==> src/design/rtc_pkg.sv <==
`timescale 1ns / 1ps

package rtc_pkg;

  localparam logic [13:0] YEAR_RESET = 14'd1970;
  localparam logic [13:0] YEAR_MIN   = 14'd1970;
  localparam logic [13:0] YEAR_MAX   = 14'd9999;
  localparam logic [4:0]  SEP_CODE   = 5'd16;

  // Depth of the command queue between the front and the back.
  localparam int QDEPTH = 2;
  localparam int QAW    = $clog2(QDEPTH);
  localparam int QCW    = $clog2(QDEPTH + 1);

  typedef enum logic [1:0] {
    OP_TICK = 2'd0,
    OP_INC  = 2'd1,
    OP_DEC  = 2'd2,
    OP_SET  = 2'd3
  } op_e;

  localparam logic [2:0] SEL_SEC  = 3'd1;
  localparam logic [2:0] SEL_MIN  = 3'd2;
  localparam logic [2:0] SEL_HOUR = 3'd3;
  localparam logic [2:0] SEL_DAY  = 3'd4;
  localparam logic [2:0] SEL_MON  = 3'd5;
  localparam logic [2:0] SEL_YEAR = 3'd6;

  typedef enum logic [1:0] {
    K_NOP,
    K_UP,
    K_DOWN,
    K_SET
  } kind_e;

  typedef enum logic [2:0] {
    F_SEC,
    F_MIN,
    F_HOUR,
    F_DAY,
    F_MON,
    F_YEAR
  } field_e;

  typedef struct packed {
    kind_e       kind;
    field_e      field;
    logic        mode;
    logic [13:0] year;
    logic [3:0]  month;
    logic [4:0]  day;
    logic [4:0]  hour;
    logic [5:0]  minute;
    logic [5:0]  second;
  } cmd_t;

  // Snapshot for the display: hour/minute/second or year/month/day.
  typedef struct packed {
    logic        mode;
    logic [13:0] a;
    logic [5:0]  b;
    logic [5:0]  c;
  } res_t;

  function automatic logic [4:0] month_days(input logic [3:0] m);
    logic [4:0] d;
    unique case (m)
      4'd2:                      d = 5'd28;
      4'd4, 4'd6, 4'd9, 4'd11:   d = 5'd30;
      default:                   d = 5'd31;
    endcase
    return d;
  endfunction

  // Reciprocal multiplies, exact for every 14-bit value.
  function automatic logic [10:0] div10_y(input logic [13:0] v);
    logic [33:0] p;
    p = 34'(v) * 34'd52429;
    return p[29:19];
  endfunction

  function automatic logic [7:0] div100_y(input logic [13:0] v);
    logic [27:0] p;
    p = 28'(v) * 28'd5243;
    return p[26:19];
  endfunction

  function automatic logic [4:0] div1000_y(input logic [13:0] v);
    logic [28:0] p;
    p = 29'(v) * 29'd8389;
    return p[27:23];
  endfunction

  // Exact for values below 64.
  function automatic logic [2:0] div10_s(input logic [5:0] v);
    logic [13:0] p;
    p = 14'(v) * 14'd205;
    return p[13:11];
  endfunction

endpackage

==> src/design/rtc_front.sv <==
`timescale 1ns / 1ps

module rtc_front import rtc_pkg::*; (
  input  logic        clk_i,
  input  logic        rst_ni,
  input  logic        in_valid_i,
  output logic        in_stall_o,
  input  logic [1:0]  opcode_i,
  input  logic [2:0]  field_select_i,
  input  logic        display_mode_i,
  input  logic [13:0] set_year_i,
  input  logic [3:0]  set_month_i,
  input  logic [4:0]  set_day_i,
  input  logic [4:0]  set_hour_i,
  input  logic [5:0]  set_minute_i,
  input  logic [5:0]  set_second_i,
  output logic        q_valid_o,
  output cmd_t        q_cmd_o,
  input  logic        q_pop_i
);

  cmd_t             cmd;
  cmd_t             slot_q [QDEPTH];
  logic [QAW-1:0]   wr_q, rd_q;
  logic [QCW-1:0]   cnt_q;
  logic             push;

  always_comb begin
    cmd.kind   = K_NOP;
    cmd.field  = F_SEC;
    cmd.mode   = display_mode_i;
    cmd.year   = set_year_i;
    cmd.month  = set_month_i;
    cmd.day    = set_day_i;
    cmd.hour   = set_hour_i;
    cmd.minute = set_minute_i;
    cmd.second = set_second_i;
    unique case (op_e'(opcode_i))
      OP_TICK: begin
        cmd.kind = K_UP;
      end
      OP_INC, OP_DEC: begin
        cmd.kind = (op_e'(opcode_i) == OP_INC) ? K_UP : K_DOWN;
        unique case (field_select_i)
          // Both directions clear the second.
          SEL_SEC:  begin cmd.kind = K_DOWN; cmd.field = F_SEC; end
          SEL_MIN:  cmd.field = F_MIN;
          SEL_HOUR: cmd.field = F_HOUR;
          SEL_DAY:  cmd.field = F_DAY;
          SEL_MON:  cmd.field = F_MON;
          SEL_YEAR: cmd.field = F_YEAR;
          default:  cmd.kind = K_NOP;
        endcase
      end
      OP_SET: begin
        cmd.kind = K_SET;
      end
      default: cmd.kind = K_NOP;
    endcase
  end

  assign in_stall_o = (cnt_q == QCW'(QDEPTH));
  assign push       = in_valid_i && !in_stall_o;
  assign q_valid_o  = (cnt_q != '0);
  assign q_cmd_o    = slot_q[rd_q];

  always_ff @(posedge clk_i) begin
    if (push) begin
      slot_q[wr_q] <= cmd;
    end
  end

  always_ff @(posedge clk_i or negedge rst_ni) begin
    if (!rst_ni) begin
      wr_q  <= '0;
      rd_q  <= '0;
      cnt_q <= '0;
    end else begin
      if (push) begin
        wr_q <= (wr_q == QAW'(QDEPTH - 1)) ? '0 : wr_q + 1'b1;
      end
      if (q_pop_i) begin
        rd_q <= (rd_q == QAW'(QDEPTH - 1)) ? '0 : rd_q + 1'b1;
      end
      if (push && !q_pop_i) begin
        cnt_q <= cnt_q + 1'b1;
      end else if (!push && q_pop_i) begin
        cnt_q <= cnt_q - 1'b1;
      end
    end
  end

endmodule

==> src/design/rtc_exec.sv <==
`timescale 1ns / 1ps

module rtc_exec import rtc_pkg::*; (
  input  logic clk_i,
  input  logic rst_ni,
  input  logic q_valid_i,
  input  cmd_t q_cmd_i,
  output logic q_pop_o,
  output logic res_valid_o,
  output res_t res_o,
  input  logic out_stall_i
);

  logic [13:0] year_q, year_d;
  logic [3:0]  mon_q, mon_d;
  logic [4:0]  day_q, day_d;
  logic [4:0]  hour_q, hour_d;
  logic [5:0]  min_q, min_d;
  logic [5:0]  sec_q, sec_d;
  logic        res_valid_q;
  res_t        res_q;

  logic [7:0]  q100;
  logic [13:0] r100;
  logic        leap;
  logic [4:0]  dim;
  logic        is_up;
  logic        up_sec, up_min, up_hour, up_day, up_mon, up_year;

  assign q100 = div100_y(year_q);
  assign r100 = year_q - 14'(q100) * 14'd100;
  assign leap = ((year_q[1:0] == 2'b00) && (r100 != '0)) ||
                ((r100 == '0) && (q100[1:0] == 2'b00));
  assign dim  = month_days(mon_q) + 5'((mon_q == 4'd2) && leap);

  // Carry chain: each level steps when selected or when the level below wraps.
  assign is_up   = (q_cmd_i.kind == K_UP);
  assign up_sec  = is_up && (q_cmd_i.field == F_SEC);
  assign up_min  = (is_up && (q_cmd_i.field == F_MIN)) || (up_sec && (sec_q >= 6'd59));
  assign up_hour = (is_up && (q_cmd_i.field == F_HOUR)) || (up_min && (min_q >= 6'd59));
  assign up_day  = (is_up && (q_cmd_i.field == F_DAY)) || (up_hour && (hour_q >= 5'd23));
  assign up_mon  = (is_up && (q_cmd_i.field == F_MON)) || (up_day && (day_q >= dim));
  assign up_year = (is_up && (q_cmd_i.field == F_YEAR)) || (up_mon && (mon_q >= 4'd12));

  always_comb begin
    year_d = year_q;
    mon_d  = mon_q;
    day_d  = day_q;
    hour_d = hour_q;
    min_d  = min_q;
    sec_d  = sec_q;
    unique case (q_cmd_i.kind)
      K_UP: begin
        if (up_sec)  sec_d  = (sec_q >= 6'd59) ? '0 : sec_q + 1'b1;
        if (up_min)  min_d  = (min_q >= 6'd59) ? '0 : min_q + 1'b1;
        if (up_hour) hour_d = (hour_q >= 5'd23) ? '0 : hour_q + 1'b1;
        if (up_day)  day_d  = (day_q >= dim) ? 5'd1 : day_q + 1'b1;
        if (up_mon)  mon_d  = (mon_q >= 4'd12) ? 4'd1 : mon_q + 1'b1;
        if (up_year && (year_q < YEAR_MAX)) year_d = year_q + 1'b1;
      end
      K_DOWN: begin
        unique case (q_cmd_i.field)
          F_SEC:  sec_d  = '0;
          F_MIN:  min_d  = (min_q == '0) ? 6'd59 : min_q - 1'b1;
          F_HOUR: hour_d = (hour_q == '0) ? 5'd23 : hour_q - 1'b1;
          F_DAY:  day_d  = (day_q <= 5'd1) ? dim : day_q - 1'b1;
          F_MON:  mon_d  = (mon_q <= 4'd1) ? 4'd12 : mon_q - 1'b1;
          F_YEAR: year_d = (year_q <= YEAR_MIN) ? YEAR_MIN : year_q - 1'b1;
          default: ;
        endcase
      end
      K_SET: begin
        year_d = q_cmd_i.year;
        mon_d  = q_cmd_i.month;
        day_d  = q_cmd_i.day;
        hour_d = q_cmd_i.hour;
        min_d  = q_cmd_i.minute;
        sec_d  = q_cmd_i.second;
      end
      default: ;
    endcase
  end

  assign q_pop_o     = q_valid_i && (!res_valid_q || !out_stall_i);
  assign res_valid_o = res_valid_q;
  assign res_o       = res_q;

  always_ff @(posedge clk_i) begin
    if (q_pop_o) begin
      res_q.mode <= q_cmd_i.mode;
      if (q_cmd_i.mode) begin
        res_q.a <= year_d;
        res_q.b <= 6'(mon_d);
        res_q.c <= 6'(day_d);
      end else begin
        res_q.a <= 14'(hour_d);
        res_q.b <= min_d;
        res_q.c <= sec_d;
      end
    end
  end

  always_ff @(posedge clk_i or negedge rst_ni) begin
    if (!rst_ni) begin
      year_q      <= YEAR_RESET;
      mon_q       <= 4'd1;
      day_q       <= 5'd1;
      hour_q      <= '0;
      min_q       <= '0;
      sec_q       <= '0;
      res_valid_q <= 1'b0;
    end else begin
      if (q_pop_o) begin
        year_q <= year_d;
        mon_q  <= mon_d;
        day_q  <= day_d;
        hour_q <= hour_d;
        min_q  <= min_d;
        sec_q  <= sec_d;
      end
      if (q_pop_o) begin
        res_valid_q <= 1'b1;
      end else if (!out_stall_i) begin
        res_valid_q <= 1'b0;
      end
    end
  end

endmodule

==> src/design/rtc_digits.sv <==
`timescale 1ns / 1ps

module rtc_digits import rtc_pkg::*; (
  input  res_t            res_i,
  output logic [7:0][4:0] digits_o
);

  logic [10:0] q10;
  logic [7:0]  q100;
  logic [4:0]  q1000;
  logic [2:0]  at, bt, ct;
  logic [3:0]  au, bu, cu;
  logic [3:0]  y0, y1, y2, y3;

  assign q10   = div10_y(res_i.a);
  assign q100  = div100_y(res_i.a);
  assign q1000 = div1000_y(res_i.a);

  assign y3 = 4'(res_i.a - 14'(q10) * 14'd10);
  assign y2 = 4'(q10 - 11'(q100) * 11'd10);
  assign y1 = 4'(q100 - 8'(q1000) * 8'd10);
  // Raw loaded years reach 16383, so the thousands count can pass nine.
  assign y0 = 4'((q1000 >= 5'd10) ? q1000 - 5'd10 : q1000);

  assign at = div10_s(res_i.a[5:0]);
  assign bt = div10_s(res_i.b);
  assign ct = div10_s(res_i.c);
  assign au = 4'(res_i.a[5:0] - 6'(at) * 6'd10);
  assign bu = 4'(res_i.b - 6'(bt) * 6'd10);
  assign cu = 4'(res_i.c - 6'(ct) * 6'd10);

  always_comb begin
    if (res_i.mode) begin
      digits_o[0] = 5'(y0);
      digits_o[1] = 5'(y1);
      digits_o[2] = 5'(y2);
      digits_o[3] = 5'(y3);
      digits_o[4] = 5'(bt);
      digits_o[5] = 5'(bu);
      digits_o[6] = 5'(ct);
      digits_o[7] = 5'(cu);
    end else begin
      digits_o[0] = 5'(at);
      digits_o[1] = 5'(au);
      digits_o[2] = SEP_CODE;
      digits_o[3] = 5'(bt);
      digits_o[4] = 5'(bu);
      digits_o[5] = SEP_CODE;
      digits_o[6] = 5'(ct);
      digits_o[7] = 5'(cu);
    end
  end

endmodule

==> src/design/calendar_clock_with_adjust_core.sv <==
`timescale 1ns / 1ps
// Channel   Handshake                Payload
// in        in_valid_i / in_stall_o  opcode_i, field_select_i, display_mode_i, set_*_i
// out       out_valid_o / out_stall_i digit0_o .. digit7_o
//
// One request per cycle sustained while the output does not stall. A request is
// written into the queue when accepted; when popped, it updates the calendar into the
// result register. A pop waits while a valid result is held by a stalled output.
// A two-entry command queue decouples the input side from the update logic.
// Reset loads 1970-01-01 00:00:00 and empties the queue and the result register.
// A stalled output holds its digits; the input stalls once the queue is full.

module calendar_clock_with_adjust_core import rtc_pkg::*; (
  input  logic        clk_i,
  input  logic        rst_ni,
  input  logic        in_valid_i,
  output logic        in_stall_o,
  input  logic [1:0]  opcode_i,
  input  logic [2:0]  field_select_i,
  input  logic        display_mode_i,
  input  logic [13:0] set_year_i,
  input  logic [3:0]  set_month_i,
  input  logic [4:0]  set_day_i,
  input  logic [4:0]  set_hour_i,
  input  logic [5:0]  set_minute_i,
  input  logic [5:0]  set_second_i,
  output logic        out_valid_o,
  input  logic        out_stall_i,
  output logic [4:0]  digit0_o,
  output logic [4:0]  digit1_o,
  output logic [4:0]  digit2_o,
  output logic [4:0]  digit3_o,
  output logic [4:0]  digit4_o,
  output logic [4:0]  digit5_o,
  output logic [4:0]  digit6_o,
  output logic [4:0]  digit7_o
);

  logic            q_valid;
  logic            q_pop;
  cmd_t            q_cmd;
  res_t            res;
  logic [7:0][4:0] digits;

  rtc_front u_front (
    .clk_i          (clk_i),
    .rst_ni         (rst_ni),
    .in_valid_i     (in_valid_i),
    .in_stall_o     (in_stall_o),
    .opcode_i       (opcode_i),
    .field_select_i (field_select_i),
    .display_mode_i (display_mode_i),
    .set_year_i     (set_year_i),
    .set_month_i    (set_month_i),
    .set_day_i      (set_day_i),
    .set_hour_i     (set_hour_i),
    .set_minute_i   (set_minute_i),
    .set_second_i   (set_second_i),
    .q_valid_o      (q_valid),
    .q_cmd_o        (q_cmd),
    .q_pop_i        (q_pop)
  );

  rtc_exec u_exec (
    .clk_i       (clk_i),
    .rst_ni      (rst_ni),
    .q_valid_i   (q_valid),
    .q_cmd_i     (q_cmd),
    .q_pop_o     (q_pop),
    .res_valid_o (out_valid_o),
    .res_o       (res),
    .out_stall_i (out_stall_i)
  );

  rtc_digits u_digits (
    .res_i    (res),
    .digits_o (digits)
  );

  assign digit0_o = digits[0];
  assign digit1_o = digits[1];
  assign digit2_o = digits[2];
  assign digit3_o = digits[3];
  assign digit4_o = digits[4];
  assign digit5_o = digits[5];
  assign digit6_o = digits[6];
  assign digit7_o = digits[7];

endmodule
==> config.mk <==
export PLATFORM = sky130hd
export DESIGN_NAME = calendar_clock_with_adjust_core
export DESIGN_NICKNAME = d
export VERILOG_FILES = /design/src/design/rtc_pkg.sv /design/src/design/rtc_front.sv /design/src/design/rtc_exec.sv /design/src/design/rtc_digits.sv /design/src/design/calendar_clock_with_adjust_core.sv
export SDC_FILE = /design/constraint.sdc
export NUM_CORES = 1
export LEC_CHECK = 0
export BUFFER_PORTS_ARGS = -buffer_cell sky130_fd_sc_hd__buf_2
export CAP_MARGIN = 20
export CORE_MARGIN = 4
export CORE_UTILIZATION = 55
export DETAILED_ROUTE_END_ITERATION = 8
export PLACE_DENSITY = 0.72
export SLEW_MARGIN = 5
export SYNTH_ARGS = -nofsm -noshare
export SYNTH_HDL_FRONTEND = slang
export SYNTH_SLANG_ARGS = --single-unit
==> constraint.sdc <==
create_clock -name clk_i -period 12.1 [get_ports clk_i]
set_input_delay 1.21 -clock clk_i [delete_from_list [all_inputs] [get_ports clk_i]]
set_output_delay 1.21 -clock clk_i [all_outputs]
set_load 0.05 [all_outputs]
==> flow_metrics.env <==
export IMPL_die_h_um=215
export IMPL_critical_path_at_ps=11700
export IMPL_maxSlewHeadroom=0.255
export IMPL_synth_async_reset_ratio=0.274
export IMPL_post_detailed_placement_half_perimeter_wirelength_um=47600
export IMPL_ctsHoldBuffers=0
export IMPL_status="finished, final reports clean"
export IMPL_wire_length_of_the_first_global_routing_pass_um=96500
export IMPL_cts_sink_count=164
export IMPL_slowest_stage="sky130_fd_sc_hd__dfstp_2"
export IMPL_design_core_area_sq_mm=0.0422
export IMPL_avgViaCountPerCell=5.83
export IMPL_wl_per_cell_um=19.4
export IMPL_globalRouteOverflowTotal=0
export IMPL_crit_path_most_repeated_cell="sky130_fd_sc_hd__ha_1"
export IMPL_final_period_utilization=0.946
export IMPL_n_antenna_cell=0
export IMPL_cts_htree_levels=4
export IMPL_slew_viols_final=0
export IMPL_synth_enable_flop_cells=119
export IMPL_cts_reportedPaths_clkPinSlew_ps=80
export IMPL_max_freq_ghz=0.0874
export IMPL_critical_path_max_fanout=13
export IMPL_start_util=0.559
export IMPL_tightestPinTransition_ps=1110
export IMPL_design_final_nets=3238
export IMPL_grt_met1_usage=0.348
export IMPL_timing_critical_path_slowest_cell_delay_ps=640
export IMPL_synth_yosys_seq_area_share=0.199
export IMPL_hold_ws_ps=531
export IMPL_layout_cells_most_common_list="sky130_fd_sc_hd__ha_1, sky130_fd_sc_hd__inv_1, sky130_fd_sc_hd__fa_1"
export IMPL_cts_buffers=17
export IMPL_place_ws_ps=453
export IMPL_final_layout_size_suffix_gt1_frac=0.0860
export IMPL_ys_ff_latch=164
export IMPL_setup_ws_ps=659
export IMPL_placed_area_sq_mm=0.0247
export IMPL_clock_skew_final_ps=17.5
export IMPL_drc=0
export IMPL_timing_max_cap_violations=0
export IMPL_syn_avg_cell_area_sq_um=9.84
export IMPL_design_die_area_sq_mm=0.0463
export IMPL_gp_congestion=0.936
export IMPL_rsz0062_at_grt="true"
export IMPL_synth_cell_types=95
export IMPL_met3_usage=0.0233
export IMPL_io_pins=92
export IMPL_starting_drc_count_in_detailed_routing=1254
export IMPL_largest_net_degree_at_the_start_of_global_routing=67
export IMPL_drt_pre_antenna_iters=6
export IMPL_m2_gr_usage=0.442
export IMPL_clock_latency_ps=440
export IMPL_mostFrequentLayoutCell="sky130_fd_sc_hd__ha_1"
export IMPL_report_final_setup_viol=0
export IMPL_tritoncts="done"
export IMPL_detail_route_antenna_nets=0
export IMPL_finish_instance_area_sq_mm=0.0254
export IMPL_synthesis_instances=2399
export IMPL_mappedNetlistArea_sq_mm=0.0236
export IMPL_final_hold_violation_count=0
export IMPL_cts_root_to_sink_buffers=2
export IMPL_finalWorstPathRequiredPeriod_ps=11440
export IMPL_track_usage=0.255
export IMPL_cp_required_ps=12360
export IMPL_antenna_found_initial=0
export IMPL_fin_setup_tns_ps=0
export IMPL_placementRows=75
export IMPL_vias=17721
export IMPL_die_width_um=215
export IMPL_yosys_warnings=0
export IMPL_crit_type="reg -> reg"
export IMPL_totalWireLength_um=58900
export IMPL_timing_hold_worst_class="reg -> reg"
export IMPL_cts_root_buf="sky130_fd_sc_hd__clkbuf_16"
export IMPL_dominantRegCellSynth="sky130_fd_sc_hd__edfxtp_1"
export IMPL_global_route_hottest_layer="met2"
export IMPL_first_global_vias=18478
export IMPL_buffer_ports_inserted=84
export IMPL_setup_worst_path_start_class="flip-flop"
export IMPL_area_delta_synth_final_pct=7.41
export IMPL_end_kind="flip-flop"
-- critical path, delay by kind of cell (launching register included) --
family,cells,cell delay [ps]
flops,1,640
buf+inv,6,290
fa+ha+maj,13,4940
xor+xnor,2,380
simple gates,5,730
compound gates,22,4240
-- Yosys cell counts (8+ instances only) --
cell,n,share of area
sky130_fd_sc_hd__clkbuf_1,32,0.0051
sky130_fd_sc_hd__buf_2,9,0.0019
sky130_fd_sc_hd__o21ai_1,9,0.0019
sky130_fd_sc_hd__a211oi_1,13,0.0041
sky130_fd_sc_hd__nand4_1,11,0.0029
sky130_fd_sc_hd__buf_4,9,0.0029
sky130_fd_sc_hd__nand2_1,121,0.019
sky130_fd_sc_hd__o21a_1,19,0.0060
sky130_fd_sc_hd__nor2b_1,13,0.0034
sky130_fd_sc_hd__edfxtp_1,119,0.15
sky130_fd_sc_hd__a31oi_1,18,0.0048
sky130_fd_sc_hd__dfrtp_1,36,0.038
sky130_fd_sc_hd__nor2_1,92,0.015
sky130_fd_sc_hd__a21oi_1,127,0.027
sky130_fd_sc_hd__ha_1,477,0.25
sky130_fd_sc_hd__a21o_1,37,0.012
sky130_fd_sc_hd__mux2i_1,52,0.022
sky130_fd_sc_hd__nand3_1,27,0.0057
sky130_fd_sc_hd__and3_1,19,0.0050
sky130_fd_sc_hd__o22ai_1,14,0.0037
sky130_fd_sc_hd__o221ai_1,11,0.0041
sky130_fd_sc_hd__nor3_1,28,0.0059
sky130_fd_sc_hd__inv_1,475,0.076
sky130_fd_sc_hd__nand2b_1,16,0.0042
sky130_fd_sc_hd__xnor2_1,58,0.022
sky130_fd_sc_hd__fa_1,225,0.19
sky130_fd_sc_hd__and2_1,10,0.0026
sky130_fd_sc_hd__mux2_2,18,0.0086
sky130_fd_sc_hd__o211ai_1,8,0.0025
sky130_fd_sc_hd__o21ai_0,119,0.025
sky130_fd_sc_hd__dfstp_2,9,0.010
sky130_fd_sc_hd__xor2_1,25,0.0093
sky130_fd_sc_hd__or2_2,9,0.0024
-- sequential cells by signal, indices dropped and copies added (netlist names), 2 cells and up --
| register | count |
|---|---|
| u_exec.sec_q | 6 |
| u_exec.mon_q | 4 |
| u_exec.day_q | 5 |
| u_front.cnt_q | 2 |
| u_exec.min_q | 6 |
| u_exec.year_q | 14 |
| u_exec.res_o | 27 |
| u_front.slot_q | 92 |
| u_exec.hour_q | 5 |
-- cell families after synthesis --
| family | Yosys count | share of synthesized area |
|---|---|---|
| buffers and inverters | 531 | 0.0870 |
| XOR/XNOR | 86 | 0.0336 |
| flip-flops | 164 | 0.199 |
| AND/OR/NAND/NOR | 374 | 0.0768 |
| adder cells (fa/ha/maj) | 703 | 0.444 |
| other | 1 | 0.000159 |
| multiplexers | 71 | 0.0316 |
| AO/OA/AOI/OAI | 469 | 0.127 |
-- final cells by class --
class	instances	area [sq um]
clock buffer	19	443
clock inverter	13	141
fill	3552	16900
inverter	476	1790
multi-input combinational	1710	16900
sequential	164	4720
tap	539	674
timing repair buffer	117	681
-- final timing paths --
| kind | from | to | slack (ps) | depth (start not counted) |
|---|---|---|---|---|
| setup / recovery | u_exec.year_q[10] | u_exec.res_o[16] | 660 | 48 |
| hold / removal | u_exec.res_valid_o | u_exec.res_valid_o | 530 | 2 |
| setup reg to reg | u_exec.year_q[10] | u_exec.res_o[16] | 660 | 48 |
| hold reg to reg | u_exec.res_valid_o | u_exec.res_valid_o | 530 | 2 |
| max in group asynchronous | rst_ni | u_front.rd_q | 10680 | 2 |
| min in group asynchronous | rst_ni | u_exec.res_valid_o | 910 | 2 |
-- metrics by stage --
stage                util  instances
floorplan               -       2405
global placement    0.585       3001
detailed placement  0.585       3001
CTS                 0.599       3033
global route        0.601       3038
finish              0.601       3038
-- routing by layer --
layer | share of wire | vias to the layer above
met5 | 0 | -
met4 | 0.023 | 0
met3 | 0.053 | 99
met2 | 0.49 | 597
met1 | 0.43 | 8686
li1 | - | 8339
-- timing repair --
item                                    CTS  global route
endpoints found under the setup margin    0            45
buffers inserted                          0             4
gates resized for setup                   0            10
Power is not shown: default switching activity piles up to over one toggle a cycle in this logic, so the estimate is an artifact.
